### src/hw/rtl/lsi_pkg.sv
package lsi_pkg;

  // Stack geometry
  localparam int DEPTH  = 16;
  localparam int IDX_W  = $clog2(DEPTH);
  localparam int CNT_W  = $clog2(DEPTH + 1);

  // Field widths of the transactions
  localparam int CMD_W  = 3;
  localparam int DATA_W = 32;
  localparam int POS_W  = 5;
  localparam int ECNT_W = 5;
  localparam int STAT_W = 2;

  // Width that holds both a position and a count for compares
  localparam int CMP_W  = (CNT_W > POS_W) ? CNT_W : POS_W;

  // Command queue between front and back
  localparam int QDEPTH = 2;
  localparam int QPTR_W = $clog2(QDEPTH);
  localparam int QLVL_W = $clog2(QDEPTH + 1);

  // Raw command codes on the input port
  localparam logic [CMD_W-1:0] CMD_PUSH   = 3'd0;
  localparam logic [CMD_W-1:0] CMD_POP    = 3'd1;
  localparam logic [CMD_W-1:0] CMD_INSERT = 3'd2;
  localparam logic [CMD_W-1:0] CMD_PEEK   = 3'd3;
  localparam logic [CMD_W-1:0] CMD_DUMP   = 3'd4;

  // Decoded operation
  typedef enum logic [2:0] {
    OP_PUSH,
    OP_POP,
    OP_INSERT,
    OP_PEEK,
    OP_DUMP,
    OP_NOP
  } op_t;

  // Result status codes
  typedef enum logic [STAT_W-1:0] {
    ST_OK    = 2'd0,
    ST_EMPTY = 2'd1,
    ST_FULL  = 2'd2,
    ST_POS   = 2'd3
  } status_t;

  // Back end sequencer
  typedef enum logic {
    BK_RUN,
    BK_DUMP
  } back_state_t;

  // One classified command
  typedef struct packed {
    op_t                      op;
    logic signed [DATA_W-1:0] data;
    logic [POS_W-1:0]         position;
  } cmd_rec_t;

  // Back end status seen by the top level
  typedef struct packed {
    logic [CNT_W-1:0] count;
    logic             dumping;
  } back_stat_t;

  // Queue status
  typedef struct packed {
    logic              full;
  } queue_stat_t;

endpackage

### src/hw/rtl/lsi_front.sv
module lsi_front (
  input  logic                         in_valid,
  input  logic [lsi_pkg::CMD_W-1:0]    cmd,
  input  logic signed [lsi_pkg::DATA_W-1:0] data_in,
  input  logic [lsi_pkg::POS_W-1:0]    position,
  output logic                         in_stall,
  input  lsi_pkg::queue_stat_t         q_stat,
  output logic                         q_push,
  output lsi_pkg::cmd_rec_t            q_rec
);
  import lsi_pkg::*;

  // Accept whenever the queue has room
  assign in_stall = q_stat.full;
  assign q_push   = in_valid && !q_stat.full;

  // Classify the command; unused codes become a no-op
  always_comb begin
    q_rec.data     = data_in;
    q_rec.position = position;
    unique case (cmd)
      CMD_PUSH:   q_rec.op = OP_PUSH;
      CMD_POP:    q_rec.op = OP_POP;
      CMD_INSERT: q_rec.op = OP_INSERT;
      CMD_PEEK:   q_rec.op = OP_PEEK;
      CMD_DUMP:   q_rec.op = OP_DUMP;
      default:    q_rec.op = OP_NOP;
    endcase
  end

endmodule

### src/hw/rtl/lsi_queue.sv
module lsi_queue (
  input  logic                 clk,
  input  logic                 rst,
  input  logic                 wr,
  input  lsi_pkg::cmd_rec_t    wr_rec,
  output lsi_pkg::queue_stat_t stat,
  output logic                 rd_valid,
  output lsi_pkg::cmd_rec_t    rd_rec,
  input  logic                 rd
);
  import lsi_pkg::*;

  cmd_rec_t           slots [QDEPTH];
  logic [QPTR_W-1:0]  wr_ptr, rd_ptr;
  logic [QLVL_W-1:0]  level;

  function automatic logic [QPTR_W-1:0] ptr_inc(input logic [QPTR_W-1:0] p);
    ptr_inc = (p == QPTR_W'(QDEPTH - 1)) ? '0 : p + QPTR_W'(1);
  endfunction

  assign stat.full  = (level == QLVL_W'(QDEPTH));
  assign rd_valid   = (level != '0);
  assign rd_rec     = slots[rd_ptr];

  // Payload store
  always_ff @(posedge clk) begin
    if (wr) begin
      slots[wr_ptr] <= wr_rec;
    end
  end

  // Pointers and fill level
  always_ff @(posedge clk) begin
    if (rst) begin
      wr_ptr <= '0;
      rd_ptr <= '0;
      level  <= '0;
    end else begin
      if (wr) begin
        wr_ptr <= ptr_inc(wr_ptr);
      end
      if (rd) begin
        rd_ptr <= ptr_inc(rd_ptr);
      end
      if (wr && !rd) begin
        level <= level + QLVL_W'(1);
      end else if (rd && !wr) begin
        level <= level - QLVL_W'(1);
      end
    end
  end

endmodule

### src/hw/rtl/lsi_back.sv
module lsi_back (
  input  logic                              clk,
  input  logic                              rst,
  input  logic                              q_valid,
  input  lsi_pkg::cmd_rec_t                 q_rec,
  output logic                              q_take,
  output logic                              out_valid,
  input  logic                              out_stall,
  output logic signed [lsi_pkg::DATA_W-1:0] data_out,
  output logic [lsi_pkg::ECNT_W-1:0]        entry_count,
  output logic [lsi_pkg::STAT_W-1:0]        status,
  output logic                              last,
  output lsi_pkg::back_stat_t               stat
);
  import lsi_pkg::*;

  // Stack words, index 0 is the bottom
  logic signed [DATA_W-1:0] entries [DEPTH];
  logic [CNT_W-1:0]         count, count_next;
  back_state_t              state, state_next;
  logic [IDX_W-1:0]         dump_idx, dump_idx_next;

  // Output register and its next values
  logic                     out_valid_next;
  logic signed [DATA_W-1:0] data_reg, data_next;
  status_t                  status_reg, status_next;
  logic                     last_next;
  logic [ECNT_W-1:0]        ecnt_reg;

  // Write port of the stack
  logic                     wr_en;
  logic [IDX_W-1:0]         wr_slot;

  logic                     adv;
  logic                     is_full, is_empty, pos_bad;
  logic [IDX_W-1:0]         top_idx, rd_idx;
  logic signed [DATA_W-1:0] rd_data;
  logic [CMP_W-1:0]         slot_w;

  assign adv      = !out_valid || !out_stall;
  assign is_full  = (count == CNT_W'(DEPTH));
  assign is_empty = (count == '0);
  assign pos_bad  = (CMP_W'(q_rec.position) > CMP_W'(count));
  assign slot_w   = CMP_W'(count) - CMP_W'(q_rec.position);
  assign top_idx  = IDX_W'(count - CNT_W'(1));
  assign rd_idx   = (state == BK_DUMP) ? dump_idx : top_idx;
  assign rd_data  = entries[rd_idx];
  assign q_take   = q_valid && (state == BK_RUN) && adv;

  assign data_out     = data_reg;
  assign status       = status_reg;
  assign entry_count  = ecnt_reg;
  assign stat.count   = count;
  assign stat.dumping = (state == BK_DUMP);

  // Command execution and dump sequencing
  always_comb begin
    state_next     = state;
    count_next     = count;
    dump_idx_next  = dump_idx;
    out_valid_next = out_valid;
    data_next      = data_reg;
    status_next    = status_reg;
    last_next      = last;
    wr_en          = 1'b0;
    wr_slot        = IDX_W'(count);
    if (adv) begin
      out_valid_next = 1'b0;
    end
    unique case (state)
      BK_RUN: begin
        if (q_take) begin
          out_valid_next = 1'b1;
          data_next      = '0;
          status_next    = ST_OK;
          last_next      = 1'b1;
          unique case (q_rec.op)
            OP_PUSH: begin
              if (is_full) begin
                status_next = ST_FULL;
              end else begin
                wr_en      = 1'b1;
                count_next = count + CNT_W'(1);
              end
            end
            OP_POP: begin
              if (is_empty) begin
                status_next = ST_EMPTY;
              end else begin
                count_next = count - CNT_W'(1);
              end
            end
            OP_INSERT: begin
              if (is_full) begin
                status_next = ST_FULL;
              end else if (pos_bad) begin
                status_next = ST_POS;
              end else begin
                wr_en      = 1'b1;
                wr_slot    = IDX_W'(slot_w);
                count_next = count + CNT_W'(1);
              end
            end
            OP_PEEK: begin
              if (is_empty) begin
                status_next = ST_EMPTY;
              end else begin
                data_next = rd_data;
              end
            end
            OP_DUMP: begin
              if (is_empty) begin
                status_next = ST_EMPTY;
              end else begin
                data_next = rd_data;
                if (count != CNT_W'(1)) begin
                  last_next     = 1'b0;
                  state_next    = BK_DUMP;
                  dump_idx_next = top_idx - IDX_W'(1);
                end
              end
            end
            OP_NOP: begin
            end
            default: begin
            end
          endcase
        end
      end
      BK_DUMP: begin
        if (adv) begin
          out_valid_next = 1'b1;
          data_next      = rd_data;
          status_next    = ST_OK;
          last_next      = (dump_idx == '0);
          if (dump_idx == '0) begin
            state_next = BK_RUN;
          end else begin
            dump_idx_next = dump_idx - IDX_W'(1);
          end
        end
      end
      default: begin
        state_next = BK_RUN;
      end
    endcase
  end

  // Control registers
  always_ff @(posedge clk) begin
    if (rst) begin
      state     <= BK_RUN;
      count     <= '0;
      out_valid <= 1'b0;
    end else begin
      state     <= state_next;
      count     <= count_next;
      out_valid <= out_valid_next;
    end
  end

  // Result payload and dump index
  always_ff @(posedge clk) begin
    dump_idx   <= dump_idx_next;
    data_reg   <= data_next;
    status_reg <= status_next;
    last       <= last_next;
    ecnt_reg   <= ECNT_W'(count_next);
  end

  // Stack words: parallel shift up above the write slot
  for (genvar gi = 0; gi < DEPTH; gi++) begin : g_word
    if (gi == 0) begin : g_bottom
      always_ff @(posedge clk) begin
        if (wr_en && (wr_slot == IDX_W'(gi))) begin
          entries[gi] <= q_rec.data;
        end
      end
    end else begin : g_upper
      always_ff @(posedge clk) begin
        if (wr_en) begin
          if (wr_slot == IDX_W'(gi)) begin
            entries[gi] <= q_rec.data;
          end else if ((IDX_W'(gi) > wr_slot) && (CNT_W'(gi) <= count)) begin
            entries[gi] <= entries[gi-1];
          end
        end
      end
    end
  end

endmodule

### src/hw/rtl/lifo_stack_with_insert_unit.sv
// Bounded LIFO of signed 32-bit words with push, pop, insert at depth,
// peek and dump.
// Input channel (in_valid / in_stall): one command per transaction with
// cmd, data_in and position. Output channel (out_valid / out_stall): result
// transactions carrying data_out, entry_count, status and last.
// Every command gives one result, except dump on a non-empty stack, which
// gives one result per entry from top to bottom with last on the bottom one.
// An accepted command is registered in the queue; the back end executes it and
// registers the result. During a dump the back end reads one stack word per cycle
// while no result is stalled. Insert is a parallel shift of the register stack
// words above the write slot.
// A two-entry command queue sits between the decode front and the back end,
// so commands keep being accepted while a result waits on out_stall.
// A stalled result holds the back end; the queue then fills and raises
// in_stall. Reset (rst, synchronous) empties the stack and the queue and
// drops out_valid; stack words hold no reset value.
module lifo_stack_with_insert_unit (
  input  logic                              clk,
  input  logic                              rst,
  input  logic                              in_valid,
  output logic                              in_stall,
  input  logic [lsi_pkg::CMD_W-1:0]         cmd,
  input  logic signed [lsi_pkg::DATA_W-1:0] data_in,
  input  logic [lsi_pkg::POS_W-1:0]         position,
  output logic                              out_valid,
  input  logic                              out_stall,
  output logic signed [lsi_pkg::DATA_W-1:0] data_out,
  output logic [lsi_pkg::ECNT_W-1:0]        entry_count,
  output logic [lsi_pkg::STAT_W-1:0]        status,
  output logic                              last
);
  import lsi_pkg::*;

  logic        q_push, q_valid, q_take;
  cmd_rec_t    fe_rec, q_rec;
  queue_stat_t q_stat;
  back_stat_t  bk_stat;

  // Decode front
  lsi_front u_front (
    .in_valid (in_valid),
    .cmd      (cmd),
    .data_in  (data_in),
    .position (position),
    .in_stall (in_stall),
    .q_stat   (q_stat),
    .q_push   (q_push),
    .q_rec    (fe_rec)
  );

  // Command queue
  lsi_queue u_queue (
    .clk      (clk),
    .rst      (rst),
    .wr       (q_push),
    .wr_rec   (fe_rec),
    .stat     (q_stat),
    .rd_valid (q_valid),
    .rd_rec   (q_rec),
    .rd       (q_take)
  );

  // Stack and result sequencer
  lsi_back u_back (
    .clk         (clk),
    .rst         (rst),
    .q_valid     (q_valid),
    .q_rec       (q_rec),
    .q_take      (q_take),
    .out_valid   (out_valid),
    .out_stall   (out_stall),
    .data_out    (data_out),
    .entry_count (entry_count),
    .status      (status),
    .last        (last),
    .stat        (bk_stat)
  );

  // Stack never holds more than its depth
  a_count_bound: assert property (@(posedge clk) disable iff (rst)
    bk_stat.count <= CNT_W'(DEPTH))
    else $error("stack count above depth");

  // A full status is only reported while the stack is full
  a_full_status: assert property (@(posedge clk) disable iff (rst)
    (out_valid && (status == ST_FULL)) |-> (bk_stat.count == CNT_W'(DEPTH)))
    else $error("full status with room left");

  // During a dump a result is always pending and it is not the last one
  a_dump_pending: assert property (@(posedge clk) disable iff (rst)
    bk_stat.dumping |-> (out_valid && !last))
    else $error("dump sequencing lost a result");

  // No command leaves the queue during a dump, so the stack count stays unchanged
  a_dump_hold: assert property (@(posedge clk) disable iff (rst)
    bk_stat.dumping |=> (bk_stat.count == $past(bk_stat.count)))
    else $error("stack changed during dump");

endmodule

### config.mk
export PLATFORM = sky130hd
export DESIGN_NAME = lifo_stack_with_insert_unit
export DESIGN_NICKNAME = d
export VERILOG_FILES = /design/src/hw/rtl/lsi_pkg.sv /design/src/hw/rtl/lsi_front.sv /design/src/hw/rtl/lsi_queue.sv /design/src/hw/rtl/lsi_back.sv /design/src/hw/rtl/lifo_stack_with_insert_unit.sv
export SDC_FILE = /design/constraint.sdc
export NUM_CORES = 1
export LEC_CHECK = 0
export BUFFER_PORTS_ARGS = -buffer_cell sky130_fd_sc_hd__buf_2
export CORE_MARGIN = 1.5
export CORE_UTILIZATION = 45
export CTS_BUF_LIST = sky130_fd_sc_hd__clkbuf_8
export DETAILED_ROUTE_END_ITERATION = 10
export HOLD_SLACK_MARGIN = 0.03
export SETUP_SLACK_MARGIN = 0.2
export SLEW_MARGIN = 15
export SYNTH_ARGS = -nofsm -noshare
export SYNTH_HDL_FRONTEND = slang
export SYNTH_SLANG_ARGS = --single-unit
### constraint.sdc
create_clock -name clk -period 8.81 [get_ports clk]
set_input_delay 1.3215 -clock clk [delete_from_list [all_inputs] [get_ports clk]]
set_output_delay 1.3215 -clock clk [all_outputs]
set_load 0.005 [all_outputs]
; Word-level counts from Yosys, hierarchy flattened
; Memory sizes are Yosys's and may differ from the RTL's. A register that Yosys moved wholly into a read port is not among the register bits.
; Index checks and enable logic that the tools add are counted.
; W data, S select, Z words.
[totals]
regBits = 55
mem_bits_rw = 592
output_inout_bits = 42
elab_cells = 326
memories = 2
[memory_table]
columns = name, words, width, read_ports, rd_ports_with_merged_regs, wr, line_no
row1 = u_back.entries, 16, 32, 16, 0, 16, lsi_back.sv:18  ; logic signed [DATA_W-1:0] entries [DEPTH];
row2 = u_queue.slots, 2, 40, 1, 1, 1, lsi_queue.sv:13  ; cmd_rec_t slots [QDEPTH];
[op_classes]
addsub = 9
order_cmp = 31
n_eq_ne = 32
mux = 187
bitwise_logic = 16
n_reduce_logical = 38
[ops]
columns = op, n
row1 = $mux W32, 19
row2 = $mux W1, 133
row3 = $pmux W32 S2, 1
row4 = $mux W4, 12
row5 = $le A4 B5 Y1 const A, 8
row6 = $eq A4 B4 Y1 const B, 8
row7 = $gt A4 B4 Y1 const A, 8
row8 = $mux W5, 6
row9 = $logic_and A1 B1 Y1, 21
row10 = $le A3 B5 Y1 const A, 4
row11 = $eq A4 B3 Y1 const B, 4
row12 = $gt A3 B4 Y1 const A, 4
row13 = $or A1 B1 Y1, 15
row14 = $pmux W3 S5, 1
row15 = $pmux W5 S3, 1
row16 = $mux W2, 7
row17 = $eq A3 B2 Y1 const B, 4
row18 = $ne A2 B2 Y1 const B, 6
row19 = $le A2 B5 Y1 const A, 2
row20 = $eq A4 B2 Y1 const B, 2
row21 = $gt A2 B4 Y1 const A, 2
row22 = $logic_not A4 Y1, 2
row23 = $pmux W1 S2, 4
row24 = $pmux W4 S2, 1
row25 = 28 further kinds, 38

; Logic depth before layout (Yosys ltp)
; Gate-level depths: netlist of the first run.
[depth]
depth_word = 13
ltp_mapped = 15
mapped_depth_nobuf = 10

; Cells and area by module
; A second synthesis of the first run with hierarchy kept.
[unflattened]
cells_unflattened = 1896
area_unflattened_um2 = 32155.8
[by_module_without_submodules]
columns = module, instances, cells_each, area_each_um2, seq_area_each_um2
row1 = lsi_back, 1, 1708, 28763.8, 16786.1
row2 = lsi_queue, 1, 146, 3083.0, 2502.4
row3 = lsi_front, 1, 42, 309.0, 0.0

; Worst setup path before layout of the first run
; Ideal clock, no wire load.
[synth_timing]
path_kind = reg-to-reg
start = reg (tool-made name)
end = mem u_back.entries[11][0], enable pin
setup_time_ps = 470
t_arrival_ps = 5829
t_required_ps = 8340
path_slack_ps = 2511
stages_incl_launch_ff = 12
n_path_buf = 2
synth_period_minus_slack_ps = 6299
path_cell_list = dfxtp_1 clkbuf_1 buf_1 mux2_2 ha_1 nand4_1 or2_2 a2111o_1 or4_1 nand2_2 nand2_1 a211oi_1
[synth_rtl]
columns = item, line_no
row1 = "end, declared", lsi_back.sv:18

==> parameters.txt, run 1 <==
Parameter                              Value

Yosys
  Post-synth design cell area    approximately 32000 µm²
  EDFF count, synth    around 630
  Average instance area after synthesis    roughly 17 µm²
  Post-Syn Instances    around 1800
  Number of warning messages in the yosys log    0
  Most repeated cell in the gate-level netlist after synthesis    edfxtp_1
  Post-synthesis net count    between 1500 and 2000
  Most area-consuming cells after synthesis    edfxtp_1, mux2_2, mux4_2
  Yosys top cell area share    about three fifths
  Sequential area share after synthesis    between 60% and 70%
  Top cells by count, synth    edfxtp_1, mux2_2, mux2_1
  Count of different cell masters after synthesis    between 70 and 80
  Async S/R FF share, synth    0%
  Post-synthesis cell type with the largest combined area    edfxtp_1
  Dominant synthesized flop cell    edfxtp_1
  Flops & latches, synth    about 650

CTS
  Cts hold-fix bufs    0
  Number of buffers inserted during clock tree synthesis    roughly 110
  Worst-case clock buffer depth    3
  TritonCTS clock tree    done
  CTS resizes    0
  Number of buffers inserted to repair setup after CTS    0
  Latest clock arrival within the worst-skew pair    0.74 ns
  CTS H-tree depth    3
  Clock tree root driver cell    clkbuf_8
  CTS Sinks    648
  Clock-pin slew on the worst setup and hold paths    ~0.060 ns

Drt
  Length of the first detailed-routing pass in iterations    5
  Wire length reported by the detailed router    approximately 84000 µm
  Routed via count    about 18000
  Count of unresolved DRC violations after routing    0
  DR vias/cell    between 5 and 6
  Antenna violation net count after detailed routing    0
  Violation count after the first detailed-routing iteration    approximately 1500
  WL/cell    between 20 and 30 µm

Finish
  Register ranked first by flip-flop count    u_back.entries
  Multi-input combinational cell area    roughly 12000 µm²
  Largest register FFs    roughly 510
  Area taken by flip-flops and latches    slightly below 20000 µm²
  Fraction of layout instances using a drive strength above 1    between 40% and 50%
  Filler cells    roughly 5700
  Final-stage net count    2000
  Area grow syn2layout    11.1%

Critical path
  Cell with the biggest individual delay on the critical path    a21oi_4
  Most common cell type on the critical path    buf_4
  CP max FO    26
  Data required, critical path    just over 9 ns
  Buf/Inv on CP    3
  Kind of start point of the critical path    register
  Path type of the worst setup path    reg -> reg
  Capturing element type of the critical path    register
  Stage delay of the slowest cell on the critical path    0.75 ns
  Worst path top cell family by delay    compound AO/OA/AOI/OAI gates
  Cells along the critical path    buf_4 > mux2_2 > ha_1 > nand4_1 > or2_2 > a2111oi_4 > mux2i_1 > nand2_1 > a21oi_4 > buf_4 > o21bai_4 > buf_4
  Arrival @ worst endpoint    about 6.7 ns

Power and ir drop
  Worst ir drop on vdd    around 0.00015 V
  Leakage    roughly 12 nW
  PwrDens    270 nW/µm²
  Overall power    9.48 mW

Timing
  Unrepaired setup endpoints after global routing    no
  Fin crit period    approximately 6.3 ns
  Final setup violation count    0
  Final period utilization    between 70% and 80%
  Maximum clock skew at final layout    around 0.031 ns
  Slew Limit Fails    0
  Fin Setup TNS    0 ns
  F_max    approximately 160 MHz
  Worst rel slew slack    about a fifth
  Endpoints failing hold    0
  Slew at the pin closest to its max-slew limit    around 1.2 ns

Run
  Max-capacitance violation count    0

Floorplan
  I/O pin count    86
  Floorplan die area    71800 µm²
  Starting utilization of the core area    between 40% and 50%
  Die width    about 270 µm
  # rows    between 90 and 100
  Core footprint    slightly below 70000 µm²
  DIE HEIGHT    268 µm

Global route
  Antenna violations before repair    3
  Number of global-route vias before repair    18615
  Global-route usage over all layers    a little under a quarter
  Global-route wire length before repair    ~120000 µm
  Overall overflow remaining after global route    0
  Largest net degree at the start of global routing    between 60 and 70

Status
  Outcome    completed

Placement
  Buffers added on ports    85
  Routability Congestion    0.847
  Half-perimeter wire length after detailed placement    50100 µm

Hold path
  Worst hold-check path type    reg -> reg
-- stage by stage --
stage	setup slack, ns	cell area, µm²	cells	hold WS (ns)	util, %
after floorplan	2.51	31600	1844	0.481	-
after global placement	2.66	33200	2760	0.495	48.0
after detailed placement	2.48	33200	2760	0.499	48.0
after CTS	2.48	35100	2952	0.524	50.8
after global routing	2.16	35100	2954	0.561	50.8
final	2.51	35100	2955	0.524	50.8
-- power by group --
group	switching (mW)	internal [mW]
clock network	1.24	1.22
registers	0.0829	3.84
logic	1.71	1.39
-- final timing paths --
kind | start | to | slack (ns) | cells after the start
max | register | u_back.entries[8][12]$_DFFE_PP_ | 2.51 | 12
min | u_back.out_valid$_SDFF_PP0_ | u_back.out_valid$_SDFF_PP0_ | 0.52 | 2
max reg2reg | register | u_back.entries[8][12]$_DFFE_PP_ | 2.51 | 12
min reg2reg | u_back.out_valid$_SDFF_PP0_ | u_back.out_valid$_SDFF_PP0_ | 0.52 | 2
-- layout make-up --
type | count | share of cell area [%]
Tap cell | 931 | 3.32
Inverter | 17 | 0.182
Clock inverter | 81 | 1.16
Multi-Input combinational cell | 1034 | 33.8
Sequential cell | 648 | 55.0
Clock buffer | 111 | 4.35
Timing Repair Buffer | 130 | 2.17
Antenna cell | 3 | 0.0214
-- layout by cell type, fill, tap and decap left out, drive strengths merged, types with 8 or more instances in the layout --
cell type / netlist / layout
edfxtp: 631 / 631
mux2: 514 / 514
buf: 70 / 130
mux4: 128 / 128
clkbuf: 75 / 111
a211oi: 75 / 75
inv: 16 / 65
mux2i: 40 / 40
nor2b: 38 / 38
nor2: 37 / 37
nand2: 30 / 30
clkinv: 1 / 29
a21oi: 26 / 26
o21ai: 21 / 21
dfxtp: 17 / 17
nor3: 17 / 17
ha: 15 / 15
xnor2: 8 / 8
nand3: 8 / 8
-- layer usage --
metal,part of all wire (%),vias up,GRT usage [%]
met5,0,-,0
met2,50,546,40.2
li1,-,7654,-
met4,2.5,0,6.66
met3,4.7,143,3.52
met1,43,9358,32.3
-- kinds of logic (layout without fill, tap and decap cells) --
group,Yosys count,count (layout),share of synthesized area [%]
AO/OA/AOI/OAI,162,162,3.88
XOR/XNOR,13,13,0.360
adder cells (fa/ha/maj),16,16,0.657
buffers and inverters,162,339,2.24
flip-flops,648,648,61.1
multiplexers,682,682,29.1
other,0,3,0
AND/OR/NAND/NOR,161,161,2.74
-- worst reg2reg max path, cell delays in order, from the launching register on --
cell and delay, ns:
dfxtp_2 0.68, buf_4 0.46, mux2_2 0.39, ha_1 0.37
nand4_1 0.20, or2_2 0.39, a2111oi_4 0.74, mux2i_1 0.48
nand2_1 0.27, a21oi_4 0.75, buf_4 0.43, o21bai_4 0.39
buf_4 0.42
Power figures use the tool's default switching activity.
==> run 2, diff against run 1 <==
==> constraint.sdc (replaced) <==
create_clock -name clk -period 6.57 [get_ports clk]
set_input_delay 0.9855 -clock clk [delete_from_list [all_inputs] [get_ports clk]]
set_output_delay 0.9855 -clock clk [all_outputs]
set_load 0.005 [all_outputs]
==> run 2 against run 1 <==
  * Register-to-register slack lost 1.2 ns
  * Via count rose by 0.50%
  * Final area increased by 0.71%
  * First-iteration DRC count up 5.4%
  * Combinational power rose by 34%
  * Power up 35%
  * Final cell count up 0.27%
  * Largest cell class unchanged
==> parameters.txt, run 2 (synthesized netlist as in run 1, its figures left out) <==
Parameter                              Value

Finish
  Area grow syn2layout    11.9%
  Final core area utilization    approximately half
  Largest register FFs    ~510
  Commonest non-fill, non-tap cells in the layout    edfxtp_1, mux2_2, mux2_1
  Fraction of layout instances using a drive strength above 1    between 40% and 50%
  Multi-input combinational cell area    ~12000 µm²
  Register ranked first by flip-flop count    u_back.entries
  Post-route non-filler standard cell count    approximately 3000
  Filler cells    ~5700
  Area taken by flip-flops and latches    between 15000 and 20000 µm²
  Commonest non-fill, non-tap cell in the layout    edfxtp_1
  Final-stage net count    between 2000 and 2500

Global route
  Overall overflow remaining after global route    0
  Antenna violations before repair    2
  Largest net degree at the start of global routing    slightly below 100
  Global-route usage over all layers    between 20% and 30%
  Global-route wire length before repair    between 100000 and 150000 µm
  Number of global-route vias before repair    ~19000

Timing
  Slew at the pin closest to its max-slew limit    1.23 ns
  Endpoints failing hold    0
  Fin crit period    ~5.3 ns
  Final setup violation count    0
  Slew Limit Fails    0
  Maximum clock skew at final layout    ~0.029 ns
  Final period utilization    80.7%
  Worst rel slew slack    17.0%
  Fin Setup TNS    0 ns
  Unrepaired setup endpoints after global routing    no
  F_max    between 150 and 200 MHz
  Worst Slack Setup Final    1.27 ns

Critical path
  Stage delay of the slowest cell on the critical path    1.00 ns
  Data required, critical path    6.95 ns
  CP max FO    33
  Cell with the biggest individual delay on the critical path    or3_2
  Capturing element type of the critical path    register
  Cells along the critical path    clkinv_1 > ha_1 > nand4_1 > or2_2 > a2111oi_4 > nand3_1 > nand2_1 > or3_2 > o21ai_4 > buf_4
  Kind of start point of the critical path    register
  Arrival @ worst endpoint    5.68 ns
  Worst-case register-to-register setup slack    between 1 and 1.5 ns
  Path type of the worst setup path    reg -> reg

CTS
  CTS Sinks    about 650
  Worst-case clock buffer depth    3
  CTS resizes    0
  CTS H-tree depth    3
  Clock tree root driver cell    clkbuf_8
  TritonCTS clock tree    done
  Latest clock arrival within the worst-skew pair    between 0.7 and 0.8 ns
  Number of buffers inserted to repair setup after CTS    0
  Clock-pin slew on the worst setup and hold paths    0.07 ns
  Cts hold-fix bufs    0
  Number of buffers inserted during clock tree synthesis    110

Power and ir drop
  P_sw    just over 4 mW
  Overall power    between 10 and 15 mW
  PwrDens    roughly 360 nW/µm²
  Worst ir drop on vdd    ~0.00025 V
  Gate power share    approximately 33%
  Proportion of power drawn by flip-flops and latches    about two fifths
  Share of power burned in the clock network    a little over a quarter
  Leakage    roughly 12 nW
  Internal power    a little under 9 mW
  Switching share of power    about a third

Floorplan
  Starting utilization of the core area    ~46%
  Floorplan die area    71800 µm²
  Die width    approximately 270 µm
  # rows    between 90 and 100
  DIE HEIGHT    268 µm
  I/O pin count    86
  Core footprint    69100 µm²

Hold path
  Worst hold-check path type    in -> reg

Placement
  Routability Congestion    0.863
  Buffers added on ports    between 80 and 90
  Half-perimeter wire length after detailed placement    approximately 49000 µm
  Setup Slack @ Placement    approximately 1.3 ns
  Cell count after placement    ~2800

Drt
  DR vias/cell    around 6
  Count of unresolved DRC violations after routing    0
  Violation count after the first detailed-routing iteration    around 1500
  Routed via count    approximately 18000
  Antenna violation net count after detailed routing    0
  WL/cell    around 28 µm
  Length of the first detailed-routing pass in iterations    7
  Wire length reported by the detailed router    84200 µm

Run
  Max-capacitance violation count    0

Status
  Outcome    completed
==> run 2: cell type report <==
cell class	instances	area share, %
sequential	648	54.6
multi-input combinational	1034	33.6
clock buffer	115	4.48
tap	931	3.30
timing repair buffer	143	2.70
clock inverter	73	1.15
inverter	17	0.181
antenna	2	0.0142
==> run 2: critical path: cells and delay by family (launching register included) <==
family / cells / cell delay [ns]
buf+inv: 2 / 0.77
simple gates: 5 / 2.21
compound gates: 2 / 0.82
flops: 1 / 0.65
fa+ha+maj: 1 / 0.48
==> run 2: worst paths after layout <==
path / from / endpoint / depth (start not counted)
setup / recovery: u_back.count[3]$_SDFF_PP0_ / u_back.entries[12][14]$_DFFE_PP_ / 10
hold / removal: data_in[25] / u_queue.slots[1][30]$_DFFE_PP_ / 1
setup reg to reg: u_back.count[3]$_SDFF_PP0_ / u_back.entries[12][14]$_DFFE_PP_ / 10
hold reg to reg: u_queue.rd_ptr$_SDFFE_PP0P_ / u_queue.rd_ptr$_SDFFE_PP0P_ / 2
==> run 2: power by group through the flow <==
stage,Combinational (mW),Sequential [mW],Clock (mW)
6_report,4.16,5.24,3.41
5_1_grt,4.51,5.27,3.66
4_1_cts,4.22,5.25,3.50
3_5_place_dp,4.21,5.33,0
3_3_place_gp,4.14,5.32,0
2_1_floorplan,2.96,5.32,0
==> run 2: routing by layer <==
| metal | GRT usage, % | share of wire [%] |
|---|---|---|
| met2 | 39.7 | 49 |
| met5 | 0 | 0 |
| met1 | 32.6 | 44 |
| met3 | 3.81 | 4.8 |
| met4 | 6.55 | 2.2 |
==> run 2: per-stage QoR <==
| stage | hold WS [ns] | instance area [µm²] |
|---|---|---|
| after detailed placement | 0.510 | 33300 |
| after global placement | 0.501 | 33300 |
| after CTS | 0.388 | 35300 |
| after floorplan | 0.481 | 31600 |
| after global routing | 0.409 | 35300 |
| final | 0.456 | 35300 |
